### src/rtl/core/pcs_pkg.sv
// shared widths, register indexes, reset values and pipeline word types
// for the ptp clock servo; no dependencies
package pcs_pkg;

   localparam int OFFSET_W    = 48;
   localparam int GAIN_W      = 24;
   localparam int MAXF_W      = 28;
   localparam int LIMIT_W     = 47;
   localparam int FREQ_W      = 45;
   localparam int PPM_W       = 36;
   localparam int PROD_W      = 60;
   localparam int INTEG_W     = 46;
   localparam int QUOT_W      = 35;
   localparam int CSR_INDEX_W = 4;
   localparam int CSR_DATA_W  = 47;

   localparam logic [CSR_INDEX_W-1:0] CSR_PROP_GAIN  = 4'd0;
   localparam logic [CSR_INDEX_W-1:0] CSR_INTEG_GAIN = 4'd1;
   localparam logic [CSR_INDEX_W-1:0] CSR_MAX_FREQ   = 4'd2;
   localparam logic [CSR_INDEX_W-1:0] CSR_STEP_LIMIT = 4'd3;

   localparam logic [GAIN_W-1:0]  PROP_GAIN_RST  = 24'd734003;
   localparam logic [GAIN_W-1:0]  INTEG_GAIN_RST = 24'd314573;
   localparam logic [MAXF_W-1:0]  MAX_FREQ_RST   = 28'd500000;
   localparam logic [LIMIT_W-1:0] STEP_LIMIT_RST = 47'd1000000;

   typedef struct packed {
      logic                       valid;
      logic                       gt;
      logic signed [OFFSET_W-1:0] amt;
   } pcs_front_type;

   typedef struct packed {
      logic                       valid;
      logic                       is_step;
      logic signed [OFFSET_W-1:0] step_amount;
      logic signed [FREQ_W-1:0]   freq;
   } pcs_back_type;

endpackage

### src/rtl/core/pcs_div1000.sv
// magnitude of a q.16 frequency divided by 1000, truncated
// two reciprocal multiplies on 22-bit halves, four register stages; depends on pcs_pkg
module pcs_div1000 import pcs_pkg::*; (
   input  logic                     clock,
   input  logic                     adv,
   input  logic signed [FREQ_W-1:0] freq,
   output logic [QUOT_W-1:0]        quot
);

   localparam int MAG_W   = FREQ_W - 1;
   localparam int HI_W    = MAG_W / 2;
   localparam int LO_W    = MAG_W - HI_W;
   localparam int REM_W   = 10;
   localparam int X2_W    = REM_W + LO_W;
   localparam int RCP_W   = 33;
   localparam int SHIFT   = 42;
   localparam int Q1_W    = QUOT_W - LO_W;
   localparam logic [RCP_W-1:0] RECIP   = 33'd4398046512;
   localparam logic [HI_W-1:0]  DIVISOR = 22'd1000;

   logic [FREQ_W-1:0]     neg_freq;
   logic [MAG_W-1:0]      mag_ff, mag_in;
   logic [HI_W+RCP_W-1:0] p1;
   logic [X2_W+RCP_W-1:0] p2;
   logic [Q1_W-1:0]       q1_ff, q1_in, q1b_ff, q1c_ff;
   logic [LO_W-1:0]       lo_ff, lo2_ff, q2_ff, q2_in;
   logic [HI_W-1:0]       hi_ff, q1k, diff;
   logic [X2_W-1:0]       x2_ff, x2_in;

   always_comb begin
      neg_freq = -freq;
      mag_in   = freq[FREQ_W-1] ? neg_freq[MAG_W-1:0] : freq[MAG_W-1:0];
      p1       = (HI_W+RCP_W)'(mag_ff[MAG_W-1:LO_W]) * (HI_W+RCP_W)'(RECIP);
      q1_in    = p1[SHIFT+Q1_W-1:SHIFT];
      q1k      = HI_W'(q1_ff) * DIVISOR;
      diff     = hi_ff - q1k;
      x2_in    = {diff[REM_W-1:0], lo_ff};
      p2       = (X2_W+RCP_W)'(x2_ff) * (X2_W+RCP_W)'(RECIP);
      q2_in    = p2[SHIFT+LO_W-1:SHIFT];
   end

   always_ff @(posedge clock) begin
      if (adv) begin
         mag_ff <= mag_in;
         q1_ff  <= q1_in;
         hi_ff  <= mag_ff[MAG_W-1:LO_W];
         lo_ff  <= mag_ff[LO_W-1:0];
         x2_ff  <= x2_in;
         q1b_ff <= q1_ff;
         q2_ff  <= q2_in;
         q1c_ff <= q1b_ff;
      end
   end

   assign quot = {q1c_ff, q2_ff};

endmodule

### config.mk
export PLATFORM = sky130hd
export DESIGN_NAME = pcs_div1000
export DESIGN_NICKNAME = d
export VERILOG_FILES = /design/src/rtl/core/pcs_pkg.sv /design/src/rtl/core/pcs_div1000.sv
export SDC_FILE = /design/constraint.sdc
export NUM_CORES = 2
export LEC_CHECK = 0
export BUFFER_PORTS_ARGS = -buffer_cell sky130_fd_sc_hd__buf_2
export CORE_MARGIN = 2
export CORE_UTILIZATION = 25
export CTS_BUF_LIST = sky130_fd_sc_hd__clkbuf_4 sky130_fd_sc_hd__clkbuf_8
export CTS_CLUSTER_SIZE = 16
export DETAILED_ROUTE_END_ITERATION = 10
export PLACE_DENSITY = 0.39
export SETUP_SLACK_MARGIN = 0.15
export SYNTH_ARGS = -nofsm -noshare
export SYNTH_HDL_FRONTEND = slang
export SYNTH_SLANG_ARGS = --single-unit
### constraint.sdc
create_clock -name clock -period 8.2 [get_ports clock]
set_input_delay 0 -clock clock [delete_from_list [all_inputs] [get_ports clock]]
set_output_delay 0 -clock clock [all_outputs]
set_load 0.05 [all_outputs]
==> impl_metrics.json <==
{
  "status": "complete, no violations",
  "yosysWarnings": 0,
  "grtUsageTotal_pct": 14.0,
  "final_antenna_net_count": 0,
  "die_h_microns": 347,
  "routed_via_density": 4.09,
  "via_count": 18073,
  "holdWs_ps": 214,
  "grt_pass1_wl_mm": 125,
  "cts-buffers-inserted": 17,
  "period_minus_slack_ps": 7740,
  "synth_edf_count": 169,
  "rsz0062_at_grt": "false",
  "clkTransAtPathRegs_ps": 120,
  "avgSynthCellArea_sq_um": 11.0,
  "worstSkewPairLatency_ps": 610,
  "path_max_fanout": 10,
  "grt_max_degree": 65,
  "setup_viol": 0,
  "crit_buf_inv": 5,
  "rrSetupSlack_ps": 460,
  "ys_seq_elements": 169,
  "die_area_sq_mm": 0.120,
  "cap_violations": 0,
  "nets": 4054,
  "final_hold_viol_count": 0,
  "critical_path.startpoint": "x2_ff[13]$_DFFE_PP_",
  "clockBufferDepth": 2,
  "drc": 0,
  "worst_pin_slew_ps": 900,
  "dp_hpwl_mm": 71.4,
  "synth_cell_types": 59,
  "cts_tree": "built",
  "final_cell_mix": "inv_1 (864), ha_1 (642), fa_1 (487)",
  "drt-total-wl_mm": 81.4,
  "arrival_ps": 8080,
  "crit_cells": 23,
  "initial_core_util_pct": 25.2,
  "tns_ps": 0,
  "post_cts_resized": 0,
  "first_iter_violations": 679,
  "ys_seq_area_share_pct": 17.3,
  "syn_inst": 2677,
  "hp-class": "in -> reg",
  "rr_endpoint": "q2_ff[20]$_DFFE_PP_",
  "coreArea_sq_mm": 0.117,
  "critPathCapture": "q2_ff[20]$_DFFE_PP_",
  "die_x_microns": 347,
  "antenna_found_initial": 5,
  "final.fill_count": 12182,
  "wl_per_cell_microns": 18.4,
  "final_common_cell": "inv_1",
  "place_congestion": 0.822,
  "cp-start-kind": "flip-flop",
  "syn_area_sq_mm": 0.0294,
  "critPathTopFamily": "adder cells",
  "period_share_pct": 94.4,
  "critPathRequiredTime_ps": 8540,
  "io_pins": 82,
  "slew_viol_final": 0,
  "ys_async_sr_fraction_pct": 0,
  "grt_pass1_vias": 20267,
  "ys.flop_type": "edfxtp_1",
  "relSlewSlack_pct": 40.0,
  "first_pass_iters": 5,
  "gr-total-overflow": 0,
  "rows": 125,
  "rr_worst_depth": 23,
  "htreeDepth": 4,
  "critPathMostFrequentCell": "fa_1",
  "syn_nets": 3853,
  "port_buffers": 81,
  "cts_root_buf": "clkbuf_8",
  "max_freq_ghz": 0.129,
  "crit_type": "reg -> reg",
  "cts_sinks": 169,
  "drive_gt1_share_pct": 5.67,
  "fin_skew_ps": 40.9,
  "syn_to_final_growth_pct": 12.5,
  "path_cells": "ha_1 -> fa_1 -> fa_1 -> inv_1 -> fa_1 -> inv_1 -> fa_1 -> fa_1 -> fa_1 -> inv_1 -> fa_1 -> inv_1 -> ha_1 -> a211oi_1 -> nand3_1 -> nor2_1 -> o41ai_1 -> buf_4 -> nor2_1 -> a21oi_1 -> a21oi_1 -> a2111oi_0 -> a311o_1",
  "slowest_stage": "edfxtp_1",
  "reg2reg_from": "x2_ff[13]$_DFFE_PP_",
  "critPathCaptureType": "flip-flop",
  "slowest_delay_ps": 820
}
-- layout make-up --
type | instances | area (sq um) | area share, %
Inverter | 864 | 3240 | 9.80
Clock inverter | 14 | 144 | 0.435
Tap cell | 1524 | 1910 | 5.76
Clock buffer | 17 | 234 | 0.707
Timing Repair Buffer | 188 | 1410 | 4.25
Multi-Input combinational cell | 1638 | 21100 | 63.7
Sequential cell | 169 | 5070 | 15.3
Antenna cell | 1 | 2.50 | 0.00756
-- flip-flops by register name, summed over array words and instances, names as in the netlist --
signal	cells
q1c_ff	13
hi_ff	10
q1b_ff	13
lo_ff	22
q1_ff	13
mag_ff	44
q2_ff	22
x2_ff	32
-- cell usage after synthesis, types with 9 or more instances --
cell	instances	area (sq um)
inv_1	864	3240
ha_1	642	8030
fa_1	487	9750
edfxtp_1	169	5070
xnor2_1	67	587
a21oi_1	66	330
nand2_1	48	180
o21ai_0	43	215
a21o_1	33	248
nor2_1	30	113
nand3_1	22	110
xor2_1	20	175
nor3_1	13	65.1
o31ai_1	13	97.6
a211oi_1	12	90.1
o21a_1	11	82.6
nand4_1	10	62.6
or2_2	9	56.3
or4_1	9	67.6
-- worst register-to-register path, delay by kind of cell, from the launching register on --
family | cells | cell delay (ps)
AO/OA/AOI/OAI | 6 | 1650
buffers and inverters | 5 | 360
adder cells (fa/ha/maj) | 9 | 4220
AND/OR/NAND/NOR | 3 | 460
flip-flops | 1 | 820
-- layer usage --
metal / part of all wire (%) / vias up / global-route usage, %
met5: 0 / - / 0
met4: 1.6 / 0 / 3.07
met3: 2.5 / 48 / 2.23
met2: 50 / 163 / 24.8
met1: 46 / 8987 / 18.0
li1: - / 8875 / -
-- metrics by stage --
stage	utilization, %	setup slack, ps	area [sq um]	instances
6_report	28.4	460	33100	4415
5_1_grt	28.4	159	33100	4415
4_1_cts	28.4	493	33000	4408
3_5_place_dp	27.4	502	31900	4302
3_3_place_gp	27.4	565	31900	4302
2_1_floorplan	-	1270	29400	2677
-- worst min path at each step --
| stage | from | to | slack [ps] | depth (start not counted) |
|---|---|---|---|---|
| CTS | freq[44] | mag_ff[32]$_DFFE_PP_ | 130 | 3 |
| floorplan | freq[0] | mag_ff[0]$_DFFE_PP_ | 100 | 0 |
| detailed placement | freq[0] | mag_ff[0]$_DFFE_PP_ | 270 | 1 |
| finish | freq[44] | mag_ff[32]$_DFFE_PP_ | 210 | 3 |
| global route | freq[0] | mag_ff[0]$_DFFE_PP_ | 180 | 2 |
| global placement | freq[0] | mag_ff[0]$_DFFE_PP_ | 280 | 1 |
-- cell families (layout without fill, tap and decap cells) --
group                      Yosys count  after routing  synth area share, %
DFF                                169            169                 17.3
adders and majority gates         1129           1129                 60.5
buffers and inverters              870           1083                 11.1
other                                0              1                    0
AOI/OAI and AO/OA                  242            242                 5.41
xor gates and xnor gates            87             87                 2.59
and+or+nand+nor                    180            180                 3.19
-- repair_timing --
action | 4_1_cts | 5_1_grt
endpoints found under the setup margin | 0 | 1
hold buffers | 75 | 0
setup buffers | 0 | 6
endpoints found under the hold margin | 55 | 0
Power is not shown: default switching activity piles up to over one toggle a cycle in this logic, so the estimate is an artifact.
