File: config.mk
export PLATFORM = sky130hd
export DESIGN_NAME = pcs_pi_update
export DESIGN_NICKNAME = d
export VERILOG_FILES = /design/src/rtl/core/pcs_pkg.sv /design/src/rtl/core/pcs_pi_update.sv
export SDC_FILE = /design/constraint.sdc
export NUM_CORES = 1
export LEC_CHECK = 0
export BUFFER_PORTS_ARGS = -buffer_cell sky130_fd_sc_hd__buf_2
export CAP_MARGIN = 10
export CORE_MARGIN = 4
export CORE_UTILIZATION = 60
export CTS_CLUSTER_DIAMETER = 80
export DETAILED_ROUTE_END_ITERATION = 16
export PLACE_DENSITY = 0.84
export SYNTH_ARGS = -nofsm -noshare
export SYNTH_HDL_FRONTEND = slang
export SYNTH_SLANG_ARGS = --single-unit
export TNS_END_PERCENT = 20
File: constraint.sdc
create_clock -name clock -period 18.2 [get_ports clock]
set_clock_uncertainty 0.05 [all_clocks]
set_input_delay 0.91 -clock clock [delete_from_list [all_inputs] [get_ports clock]]
set_output_delay 0.91 -clock clock [all_outputs]
set_load 0.02 [all_outputs]
File: src/rtl/core/pcs_pkg.sv
// shared widths, register indexes, reset values and pipeline word types
// for the ptp clock servo; no dependencies
package pcs_pkg;

   localparam int OFFSET_W    = 48;
   localparam int GAIN_W      = 24;
   localparam int MAXF_W      = 28;
   localparam int LIMIT_W     = 47;
   localparam int FREQ_W      = 45;
   localparam int PPM_W       = 36;
   localparam int PROD_W      = 60;
   localparam int INTEG_W     = 46;
   localparam int QUOT_W      = 35;
   localparam int CSR_INDEX_W = 4;
   localparam int CSR_DATA_W  = 47;

   localparam logic [CSR_INDEX_W-1:0] CSR_PROP_GAIN  = 4'd0;
   localparam logic [CSR_INDEX_W-1:0] CSR_INTEG_GAIN = 4'd1;
   localparam logic [CSR_INDEX_W-1:0] CSR_MAX_FREQ   = 4'd2;
   localparam logic [CSR_INDEX_W-1:0] CSR_STEP_LIMIT = 4'd3;

   localparam logic [GAIN_W-1:0]  PROP_GAIN_RST  = 24'd734003;
   localparam logic [GAIN_W-1:0]  INTEG_GAIN_RST = 24'd314573;
   localparam logic [MAXF_W-1:0]  MAX_FREQ_RST   = 28'd500000;
   localparam logic [LIMIT_W-1:0] STEP_LIMIT_RST = 47'd1000000;

   typedef struct packed {
      logic                       valid;
      logic                       gt;
      logic signed [OFFSET_W-1:0] amt;
   } pcs_front_type;

   typedef struct packed {
      logic                       valid;
      logic                       is_step;
      logic signed [OFFSET_W-1:0] step_amount;
      logic signed [FREQ_W-1:0]   freq;
   } pcs_back_type;

endpackage

File: src/rtl/core/pcs_pi_update.sv
// servo state: first-sample step test, clamped integral, clamped pi sum
// two register stages plus the integral and first-sample flag; depends on pcs_pkg
module pcs_pi_update import pcs_pkg::*; (
   input  logic                     clock,
   input  logic                     reset,
   input  logic                     adv,
   input  pcs_front_type            front,
   input  logic signed [PROD_W-1:0] kp_prod,
   input  logic signed [PROD_W-1:0] ki_prod,
   input  logic [MAXF_W-1:0]        max_freq,
   output pcs_back_type             back
);

   localparam int SUM_W = PROD_W + 1;
   localparam int LIM_W = MAXF_W + 16;

   function automatic logic signed [SUM_W-1:0] clamp_sum(
      input logic signed [SUM_W-1:0] v,
      input logic [LIM_W-1:0]        lim
   );
      logic signed [SUM_W-1:0] lim_s;
      lim_s = signed'(SUM_W'(lim));
      if (v > lim_s) return lim_s;
      else if (v < -lim_s) return -lim_s;
      else return v;
   endfunction

   logic [LIM_W-1:0]           lim;
   logic                       do_step;
   logic signed [SUM_W-1:0]    isum, iclamp, fsum, fclamp;
   logic signed [INTEG_W-1:0]  integ_ff, integ_in;
   logic                       first_ff, first_in;
   logic                       a_valid_ff, a_step_ff;
   logic signed [OFFSET_W-1:0] a_amt_ff, a_amt_in;
   logic signed [PROD_W-1:0]   a_kp_ff;
   pcs_back_type               back_ff, back_in;

   always_comb begin
      lim      = {max_freq, 16'b0};
      do_step  = first_ff & front.gt;
      isum     = SUM_W'(integ_ff) + SUM_W'(ki_prod);
      iclamp   = clamp_sum(isum, lim);
      integ_in = integ_ff;
      first_in = first_ff;
      if (front.valid) begin
         first_in = do_step;
         integ_in = do_step ? '0 : iclamp[INTEG_W-1:0];
      end
      a_amt_in = do_step ? front.amt : '0;

      // integ_ff already holds this word's updated integral
      fsum   = SUM_W'(a_kp_ff) + SUM_W'(integ_ff);
      fclamp = clamp_sum(fsum, lim);
      back_in.valid       = a_valid_ff;
      back_in.is_step     = a_step_ff;
      back_in.step_amount = a_amt_ff;
      back_in.freq        = a_step_ff ? '0 : fclamp[FREQ_W-1:0];
   end

   always_ff @(posedge clock) begin
      if (reset) begin
         integ_ff      <= '0;
         first_ff      <= 1'b1;
         a_valid_ff    <= 1'b0;
         back_ff.valid <= 1'b0;
      end else if (adv) begin
         integ_ff      <= integ_in;
         first_ff      <= first_in;
         a_valid_ff    <= front.valid;
         back_ff.valid <= back_in.valid;
      end
   end

   always_ff @(posedge clock) begin
      if (adv) begin
         a_step_ff           <= do_step;
         a_amt_ff            <= a_amt_in;
         a_kp_ff             <= kp_prod;
         back_ff.is_step     <= back_in.is_step;
         back_ff.step_amount <= back_in.step_amount;
         back_ff.freq        <= back_in.freq;
      end
   end

   assign back = back_ff;

endmodule

==> key figures <==
Floorplan
  – Core Region: 35800 um2
  – Die width: 199 um
  – Initial Utilization: 61.2%
  – Die area: 39700 um2
  – Site Rows: 69
  – I/O pin total: 296
  – Die Ht: 199 um

STA
  – Final Hold Slack: 0.363 ns
  – Tmin final: 7.68 ns
  – RSZ-0062 raised after global routing: false
  – Slew @ Worst Pin: 1.06 ns
  – Fmax: 130 MHz
  – Final setup viols: 0
  – Fin crit share: 42.2%
  – Setup tns final: 0 ns
  – Slew Viols, Final: 0
  – Max-slew headroom: 29.1%
  – Final hold vios: 0

Finish
  – P&R area growth vs syn: 11.1%
  – Fillers: 2905
  – Nets@finish: 3119
  – Final std cells w/o fill: 3133
  – Share of layout cells above drive strength 1: 16.3%

Hold path
  – Hold depth: 0
  – Hold Crit Class: reg -> reg
  – Worst hold start: a_amt_ff[25]$_SDFFCE_PN0P_
  – Min-Delay Endpoint: back[70]$_DFFE_PP_

Place
  – GP Congestion: 1.08
  – DP Wirelength: 62800 um
  – Port buffer count: 295
  – Dpl cells: 3081

Synthesis
  – Most frequent cells after synthesis: 267 x ha_1, 242 x a21oi_1, 203 x edfxtp_1
  – Mapped cell area: 21900 um2
  – Most common cell in the netlist: ha_1
  – YS warnings: 0
  – Yosys reg bits: 252
  – Xor/xnor share of the synthesized area: 5.03%
  – Syn Inst Count: 2444
  – Seq/Total Area, Yosys: 32.2%
  – Synth Area in Adders: 15.4%
  – Main combinational cell family by area after synthesis: compound AO/OA/AOI/OAI gates
  – Syn_nets: 2914
  – Complex-gate fraction of the synthesized area: 22.1%
  – Synth cell types: 107
  – Ys flop type: edfxtp_1
  – Synth top area cells: edfxtp_1 28%, ha_1 15%, a21oi_1 5.5%
  – Synth top area share: 27.8%
  – Simple logic cell fraction of the synthesized area: 18.9%
  – Yosys top cell by area: edfxtp_1
  – Post-synthesis mux area share: 2.22%
  – Async SR Flop Fraction: 0%
  – Number of synthesized flops with an enable pin: 203
  – Synth Area per Inst: 8.98 um2

Global routing
  – Vias in the first global route: 20100
  – Total GRT Usage: 37.7%
  – Grt ovf: 0
  – Initial antenna violation count: 5
  – Global-route wire length before repair: 116000 um
  – Largest net degree at the start of global routing: 87

Clocking
  – Post-CTS Resized: 0
  – Post-CTS setup buffers: 0
  – Num CTS Buffers: 27
  – Number of H-tree levels: 1
  – Clk slew on worst S/H paths: 0.07 ns
  – Clock tree buffer depth: 3
  – Root buf cell: clkbuf_16
  – Post-CTS Hold Buffers: 0
  – Skew-Pair Late Insertion Delay: 0.57 ns
  – Clock sink count: 252
  – CTS tree: yes

Route
  – Routed vias/inst: 6.74
  – Antenna-violating nets left: 0
  – DR iter-0 viols: 2334
  – Final WL: 78500 um
  – DR pass1 iterations: 6
  – Total number of vias: 21100
  – Wire length per cell: 25.0 um
  – DRC viols: 0

Worst setup path
  – R2R setup slack: 10.52 ns
  – Critical path class: reg -> reg
  – Startpoint types: register
  – Worst path arrival time: 8.05 ns
  – Required time of the critical path: 18.56 ns
  – Worst setup EP type: register
  – Worst reg2reg startpoint: integ_ff[34]$_SDFFE_PP0P_
  – Worst Path Max Fanout: 49
  – FF-to-FF End: back[1]$_SDFFCE_PP0P_
  – Reg2reg path depth: 24

Job
  – Max-Cap Viols: 0

Power
  – PwrDens: 75.2 nW/um2
  – Worst vdd ir: 0.0000806 V
  – Lkg Pwr: 0.0106 uW

Status
  – Status: completed
==> metal layers <==
layer  vias up  wire, um  GRT usage, %
li1       9742         -             -
met1      9866     29600          48.1
met2      1223     35800          60.6
met3       271      7720          6.54
met4         2      5290          21.1
met5         -         8             0
==> report_power, final <==
group	leakage [uW]	switching, uW	total, uW	internal, uW
Clock	0.000395	242	533	291
Sequential	0.00243	24.6	694	669
Combinational	0.00779	389	606	217
==> logic make-up after synthesis <==
| group | Yosys count |
|---|---|
| flip-flops | 252 |
| buffers and inverters | 216 |
| AND/OR/NAND/NOR | 803 |
| XOR/XNOR | 126 |
| multiplexers | 45 |
| AO/OA/AOI/OAI | 733 |
| adder cells (fa/ha/maj) | 269 |
==> flip-flops by register name, indices dropped and copies added, names as in the netlist <==
signal      count
a_step_ff       1
integ_ff       46
back           95
first_ff        1
a_amt_ff       48
a_kp_ff        60
a_valid_ff      1
==> worst max path at each step <==
| stage | slack [ns] | startpoint | cells past startpoint | end |
|---|---|---|---|---|
| final | 10.52 | integ_ff[34]$_SDFFE_PP0P_ | 24 | back[1]$_SDFFCE_PP0P_ |
| after floorplan | 12.20 | max_freq[0] | 26 | integ_ff[37]$_SDFFE_PP0P_ |
| after CTS | 10.71 | integ_ff[34]$_SDFFE_PP0P_ | 24 | back[1]$_SDFFCE_PP0P_ |
| after global placement | 10.82 | max_freq[0] | 23 | back[13]$_SDFFCE_PP0P_ |
| after global routing | 10.04 | integ_ff[34]$_SDFFE_PP0P_ | 24 | back[1]$_SDFFCE_PP0P_ |
| after detailed placement | 10.39 | max_freq[0] | 23 | back[1]$_SDFFCE_PP0P_ |
==> cell usage in the layout, fill, tap and decap left out, types with 70 or more instances in the layout <==
cell type  Yosys  final
a21oi_1      242    240
and3_1        70     70
buf_2         45    294
edfxtp_1     203    203
ha_1         267    267
inv_1         81     81
nand2_1      201    201
nand4_1       73     73
nor2_1       155    155
nor3_1        77     77
o21ai_0      123    123
xnor2_1       74     74
==> critical path, cell delays in order (launching register included) <==
cell and delay [ns]:
dfxtp_1 0.39, ha_1 0.53, nand4_1 0.22, nor4_1 0.73, nand2_1 0.10, a21oi_1 0.54, o21ai_1 0.26, o31ai_2 0.40
a21oi_1 0.12, nand3_1 0.09, o21a_1 0.12, buf_4 0.27, inv_1 0.10, ha_1 0.41, nand4_1 0.11, nor2_1 0.10
nand2_1 0.10, nor4b_1 0.33, o31ai_1 0.13, nor4bb_1 0.18, a21oi_4 0.14, buf_4 0.47, clkinv_1 0.69, a211oi_4 0.70
nor2b_1 0.22
==> through the flow <==
stage | power, uW | util [%] | instance area (um2) | setup slack [ns]
finish | 1830 | 68.0 | 24400 | 10.52
global route | 1910 | 68.0 | 24400 | 10.04
CTS | 1820 | 68.0 | 24400 | 10.71
detailed placement | 1290 | 65.7 | 23500 | 10.39
global placement | 1280 | 65.7 | 23500 | 10.82
floorplan | 1090 | - | 21900 | 12.20
==> layout make-up <==
class / count / area, um2 / share of cell area, %
Timing Repair Buffer: 308 / 1580 / 6.49
Tap cell: 461 / 577 / 2.37
Clock inverter: 12 / 100 / 0.411
Clock buffer: 35 / 716 / 2.94
Inverter: 84 / 315 / 1.29
Multi-Input combinational cell: 1976 / 14000 / 57.4
Antenna cell: 5 / 12.5 / 0.0513
Sequential cell: 252 / 7080 / 29.0
No activity file was read; power rests on OpenSTA's default activity.
